### config.mk
export PLATFORM = sky130hd
export DESIGN_NAME = sorted_array_priority_queue
export DESIGN_NICKNAME = d
export VERILOG_FILES = /design/src/hdl/sapq_pkg.sv /design/src/hdl/sapq_cell.sv /design/src/hdl/sorted_array_priority_queue.sv
export SDC_FILE = /design/constraint.sdc
export NUM_CORES = 2
export LEC_CHECK = 0
export BUFFER_PORTS_ARGS = -buffer_cell sky130_fd_sc_hd__buf_2
export CORE_ASPECT_RATIO = 1.5
export CORE_MARGIN = 2
export CORE_UTILIZATION = 59
export CTS_CLUSTER_DIAMETER = 80
export DETAILED_ROUTE_END_ITERATION = 10
export PLACE_DENSITY = 0.75
export SYNTH_ARGS = -nofsm -noshare
export SYNTH_HDL_FRONTEND = slang
export SYNTH_HIERARCHICAL = 1
export SYNTH_SLANG_ARGS = --single-unit
export TNS_END_PERCENT = 10
### constraint.sdc
create_clock -name i_clk -period 5.49 [get_ports i_clk]
set_clock_uncertainty 0.2 [all_clocks]
set_input_delay 0.8235 -clock i_clk [delete_from_list [all_inputs] [get_ports i_clk]]
set_output_delay 0.8235 -clock i_clk [all_outputs]
set_load 0.05 [all_outputs]
### src/hdl/sapq_pkg.sv
// Package: types and constants of the sorted-array priority queue.
`timescale 1ns / 1ps
package sapq_pkg;

    localparam int DEPTH  = 16;
    localparam int CNT_W  = $clog2(DEPTH + 1);
    localparam int DATA_W = 32;
    localparam int OCC_W  = 5;

    typedef enum logic {
        CMD_INSERT = 1'b0,
        CMD_REMOVE = 1'b1
    } t_cmd;

    typedef enum logic [1:0] {
        ST_OK    = 2'd0,
        ST_FULL  = 2'd1,
        ST_EMPTY = 2'd2
    } t_status;

    typedef struct packed {
        t_cmd                      command;
        logic signed [DATA_W-1:0]  item_value;
    } t_sapq_in;

    typedef struct packed {
        logic signed [DATA_W-1:0]  removed_value;
        t_status                   status;
        logic [OCC_W-1:0]          occupancy;
    } t_sapq_out;

    // Broadcast to every cell of the chain.
    typedef struct packed {
        logic                      ins;
        logic                      rem;
        logic signed [DATA_W-1:0]  value;
    } t_sapq_ctl;

endpackage

### src/hdl/sapq_cell.sv
// One storage cell of the sorted chain: holds one entry, talks to both neighbours.
`timescale 1ns / 1ps
module sapq_cell import sapq_pkg::*; (
    input  logic                      i_clk,
    input  t_sapq_ctl                 i_ctl,
    input  logic                      i_occupied,
    input  logic signed [DATA_W-1:0]  i_prev_value,
    input  logic                      i_prev_gt,
    input  logic signed [DATA_W-1:0]  i_next_value,
    output logic signed [DATA_W-1:0]  o_value,
    output logic                      o_gt
);

    logic signed [DATA_W-1:0] r_value;
    logic signed [DATA_W-1:0] n_value;

    // Entry is strictly greater than the new value: it moves one place back.
    assign o_gt    = i_occupied && (r_value > i_ctl.value);
    assign o_value = r_value;

    always_comb begin
        n_value = r_value;
        if (i_ctl.ins) begin
            if (i_prev_gt) begin
                n_value = i_prev_value;
            end else if (o_gt || !i_occupied) begin
                n_value = i_ctl.value;
            end
        end else if (i_ctl.rem) begin
            n_value = i_next_value;
        end
    end

    always_ff @(posedge i_clk) begin
        r_value <= n_value;
    end

endmodule

### src/hdl/sorted_array_priority_queue.sv
// Sorted-array minimum priority queue: top level with the cell chain and result register.
//
// Usage:
//   Input channel (i_in_valid / o_in_stall / i_in) carries one command per transfer:
//   insert item_value, or remove the smallest stored value.
//   Output channel (o_out_valid / i_out_stall / o_out) returns exactly one result
//   per accepted command: removed value (-1 unless a remove succeeded), status
//   (ok, insert dropped as full, remove on empty) and occupancy after the command.
//   The result is registered and is valid in the cycle after the command is accepted.
//   Throughput: one command per cycle while o_in_stall is low; every cell compares
//   its entry with the incoming value in parallel and shifts in the same edge, so
//   no item waits on the previous one.
//   Equal values leave in arrival order.
//   Reset (i_rst_n low, synchronous) empties the queue and drops any pending
//   result; stored entries are not cleared, only the occupancy count.
//   When the receiver stalls with a result pending, o_in_stall rises and the
//   next command waits; the held result stays unchanged until transferred.
`timescale 1ns / 1ps
module sorted_array_priority_queue import sapq_pkg::*; (
    input  logic       i_clk,
    input  logic       i_rst_n,
    input  logic       i_in_valid,
    output logic       o_in_stall,
    input  t_sapq_in   i_in,
    output logic       o_out_valid,
    input  logic       i_out_stall,
    output t_sapq_out  o_out
);

    // Occupancy count and result register
    logic [CNT_W-1:0] r_count;
    logic [CNT_W-1:0] n_count;
    logic             r_out_valid;
    logic             n_out_valid;
    t_sapq_out        r_out;
    t_sapq_out        n_out;

    logic             in_acc;
    logic             full;
    logic             empty;
    t_sapq_ctl        ctl;

    // Chain wiring: gt[i] comes out of cell i-1, gt[0] ties low
    logic signed [DATA_W-1:0] cell_value [DEPTH];
    logic                     gt         [DEPTH+1];
    logic [OCC_W+CNT_W-1:0]   occ_ext;

    // A result only blocks the input while it is held by the receiver
    assign o_in_stall = r_out_valid && i_out_stall;
    assign in_acc     = i_in_valid && !o_in_stall;

    assign full  = (r_count == CNT_W'(DEPTH));
    assign empty = (r_count == '0);

    assign ctl.ins   = in_acc && (i_in.command == CMD_INSERT) && !full;
    assign ctl.rem   = in_acc && (i_in.command == CMD_REMOVE) && !empty;
    assign ctl.value = i_in.item_value;

    assign gt[0] = 1'b0;

    for (genvar g = 0; g < DEPTH; g++) begin : g_cell
        logic signed [DATA_W-1:0] prev_value;
        logic signed [DATA_W-1:0] next_value;

        if (g == 0) begin : g_first
            assign prev_value = '0;
        end else begin : g_mid
            assign prev_value = cell_value[g-1];
        end

        // Last cell keeps its own value on a remove
        if (g == DEPTH - 1) begin : g_last
            assign next_value = cell_value[g];
        end else begin : g_body
            assign next_value = cell_value[g+1];
        end

        sapq_cell u_cell (
            .i_clk        (i_clk),
            .i_ctl        (ctl),
            .i_occupied   (r_count > CNT_W'(g)),
            .i_prev_value (prev_value),
            .i_prev_gt    (gt[g]),
            .i_next_value (next_value),
            .o_value      (cell_value[g]),
            .o_gt         (gt[g+1])
        );
    end

    always_comb begin
        n_count = r_count;
        if (ctl.ins) begin
            n_count = r_count + CNT_W'(1);
        end else if (ctl.rem) begin
            n_count = r_count - CNT_W'(1);
        end
    end

    // Occupancy is cut to its 5-bit field; counts up to DEPTH fit without wrapping
    assign occ_ext = {{OCC_W{1'b0}}, n_count};

    always_comb begin
        n_out               = r_out;
        n_out.removed_value = '1;
        n_out.status        = ST_OK;
        n_out.occupancy     = occ_ext[OCC_W-1:0];
        if (in_acc) begin
            if (i_in.command == CMD_INSERT) begin
                if (full) begin
                    n_out.status = ST_FULL;
                end
            end else begin
                if (empty) begin
                    n_out.status = ST_EMPTY;
                end else begin
                    n_out.removed_value = cell_value[0];
                end
            end
        end else begin
            n_out = r_out;
        end
    end

    always_comb begin
        if (in_acc) begin
            n_out_valid = 1'b1;
        end else begin
            n_out_valid = r_out_valid && i_out_stall;
        end
    end

    always_ff @(posedge i_clk) begin
        if (!i_rst_n) begin
            r_count     <= '0;
            r_out_valid <= 1'b0;
        end else begin
            r_count     <= n_count;
            r_out_valid <= n_out_valid;
        end
    end

    always_ff @(posedge i_clk) begin
        r_out <= n_out;
    end

    assign o_out_valid = r_out_valid;
    assign o_out       = r_out;

endmodule

==> flow_summary.yaml <==
sta:
  finalSetupTns_ps: 0
  fin_crit_sh: 0.803
  max_slew_margin: 0.174
  setup_viol_count_final: 0
  max_freq_ghz: 0.227
  worst_slew_pin_slew_ps: 1210
  final_max_slew_viol_count: 0
  rsz0062_at_grt: "no"
  hold_viol: 0
  period_needed_ps: 4410
clock_tree:
  post-cts-setup-buffers: 0
  cts_max_level: 2
  clock-sinks: 557
  hold_buffers: 0
  insertion_delay_ps: 650
  clk_path_buf_depth: 3
  cts_resized: 0
  clk_pin_slew_ps: 60
  cts_buffers: 55
  cts-root-buf: "clkbuf_16"
  cts_tree: "built"
power:
  powerDensity_nw_per_um2: 396
  pwr-share-clk: 0.215
  pwr-share-comb: 0.373
  switching_power_uw: 6860
  internal_power_uw: 11300
  switching_share: 0.378
  p_leak_uw: 0.0192
  totalPowerFinal_uw: 18200
  sequentialPowerShare: 0.412
  peakVddDrop_v: 0.000247
critical_path:
  worstRegToRegCells: 10
  worstPathRequired_ps: 5630
  reg2reg_from: "r_count[0]"
  path_class: "in -> reg"
  crit_path_start: "i_in[14]"
  critPathCapture: "g_cell[6].u_cell/o_value[2]"
  reg2reg_to: "g_cell[5].u_cell/o_value[24]"
  rrSetupSlack_ps: 1420
  critPathMaxFanout: 32
  cp-end-kind: "flip-flop"
  startpoint_type: "primary input"
  worst-endpoint-arrival_ps: 4550
yosys:
  syn_area_um2: 42000
  ys_warn_count: 6
  syn_inst: 4381
  syn_avg_cell_area_um2: 9.60
place:
  place_hpwl_um: 78200
  port_buffers: 77
  gp_congestion: 0.870
  placed_cells: 5322
floorplan:
  rows: 119
  dieArea_um2: 73400
  fp.coreArea_um2: 70400
  top_level_ports: 78
  die_h_um: 331
  initial_core_util: 0.597
  die_x_um: 222
route:
  firstDrtPassIters: 5
  ant_nets: 0
  routed_wl_um: 102000
  first_iter_violations: 1993
  vias: 31800
  drt-vias-per-instance: 5.86
  wl_per_cell_um: 18.8
  route.detailed.drc: 0
global_route:
  top_usage_layer: "met2"
  grt_start_max_net_pins: 270
  grtUsageTotal: 0.275
  met2_usage: 0.519
  grt_use_met1: 0.302
  grt_pass1_vias: 31500
  grt_overflow: 0
  antenna_found_initial: 0
  grt_util_met3: 0.0255
  grt_pass1_wl_um: 162000
run_status:
  status: "complete, no violations"
final_layout:
  drive_above_1_share: 0.0907
  diodes: 0
  fin_nets: 5027
  layoutNonFillerInstCount: 5425
  nFillCells: 5703
  synthToLayoutAreaGrowth_pct: 9.05
flow_run:
  drv_cap: 0
worst_hold_path:
  worstHoldPathCells: 2
  hold_path.class: "in -> reg"
-- metal layers --
layer	vias up	part of all wire
met1	14800	0.39
met3	230	0.029
li1	16100	-
met2	652	0.52
met4	0	0.060
met5	-	0
-- layout by cell type, fill, tap and decap left out, drive strengths merged, types with 15 or more instances in the layout --
master,instances
nand3,67
clkbuf,63
o21ai,80
a21oi,724
nor2b,17
o2111ai,15
inv,538
conb,33
edfxtp,551
nand2,160
a2111oi,16
nor4,32
and3,17
ha,518
nand4,128
o211ai,32
a221o,16
a211oi,16
o41ai,15
o31a,16
a21o,17
mux2i,514
clkinv,28
nor3,19
buf,187
a2bb2oi,16
a22oi,17
nor2,565
nand2b,17
or2,49
-- power groups by stage --
stage / combinational, uW / clock [uW] / sequential, uW
after floorplan: 4870 / 0 / 7320
after global placement: 6480 / 0 / 7520
after detailed placement: 6720 / 0 / 7570
after CTS: 6770 / 3960 / 7480
after global routing: 7520 / 4110 / 7650
final: 6770 / 3900 / 7480
-- state kept, by name (all words and copies together), names as in the netlist --
signal and count:
o_out_valid 1, g_cell.u_cell/o_value 512, o_out 39, r_count 5
-- area by class of cell --
| type | count | area (um2) | share of cell area |
|---|---|---|---|
| clock buffer | 63 | 1410 | 0.0307 |
| clock inverter | 40 | 378 | 0.00824 |
| inverter | 536 | 2010 | 0.0439 |
| multi-input combinational | 3134 | 22900 | 0.499 |
| sequential | 557 | 16700 | 0.364 |
| tap | 907 | 1130 | 0.0248 |
| timing repair buffer | 188 | 1370 | 0.0299 |
-- worst max-delay path, cell delays in order --
cell       delay (ps)
buf_2             380
buf_4             260
inv_1              60
ha_1              310
nand4_1           210
a2111oi_0         950
o31a_1            350
o2111ai_2         160
o41ai_4           100
buf_4             540
mux2i_1           260
a21oi_1           100
-- stage by stage --
stage	util	hold WS (ps)	worst slack [ps]	instance area, um2
4_1_cts	0.651	173	1200	45800
3_5_place_dp	0.626	366	516	44100
5_1_grt	0.651	190	1030	45800
2_1_floorplan	-	333	295	42200
3_3_place_gp	0.625	355	190	44000
6_report	0.651	202	1080	45800
-- how the worst min path moves through the flow --
stage / from / endpoint / slack, ps
6_report: i_in_valid / o_out_valid / 200
3_5_place_dp: g_cell[0].u_cell/o_value[2] / o_out[9] / 370
5_1_grt: i_in_valid / o_out_valid / 190
3_3_place_gp: g_cell[0].u_cell/o_value[2] / o_out[9] / 350
2_1_floorplan: g_cell[0].u_cell/o_value[2] / o_out[9] / 330
4_1_cts: i_in_valid / o_out_valid / 170
(Power assumes the default switching activity.)
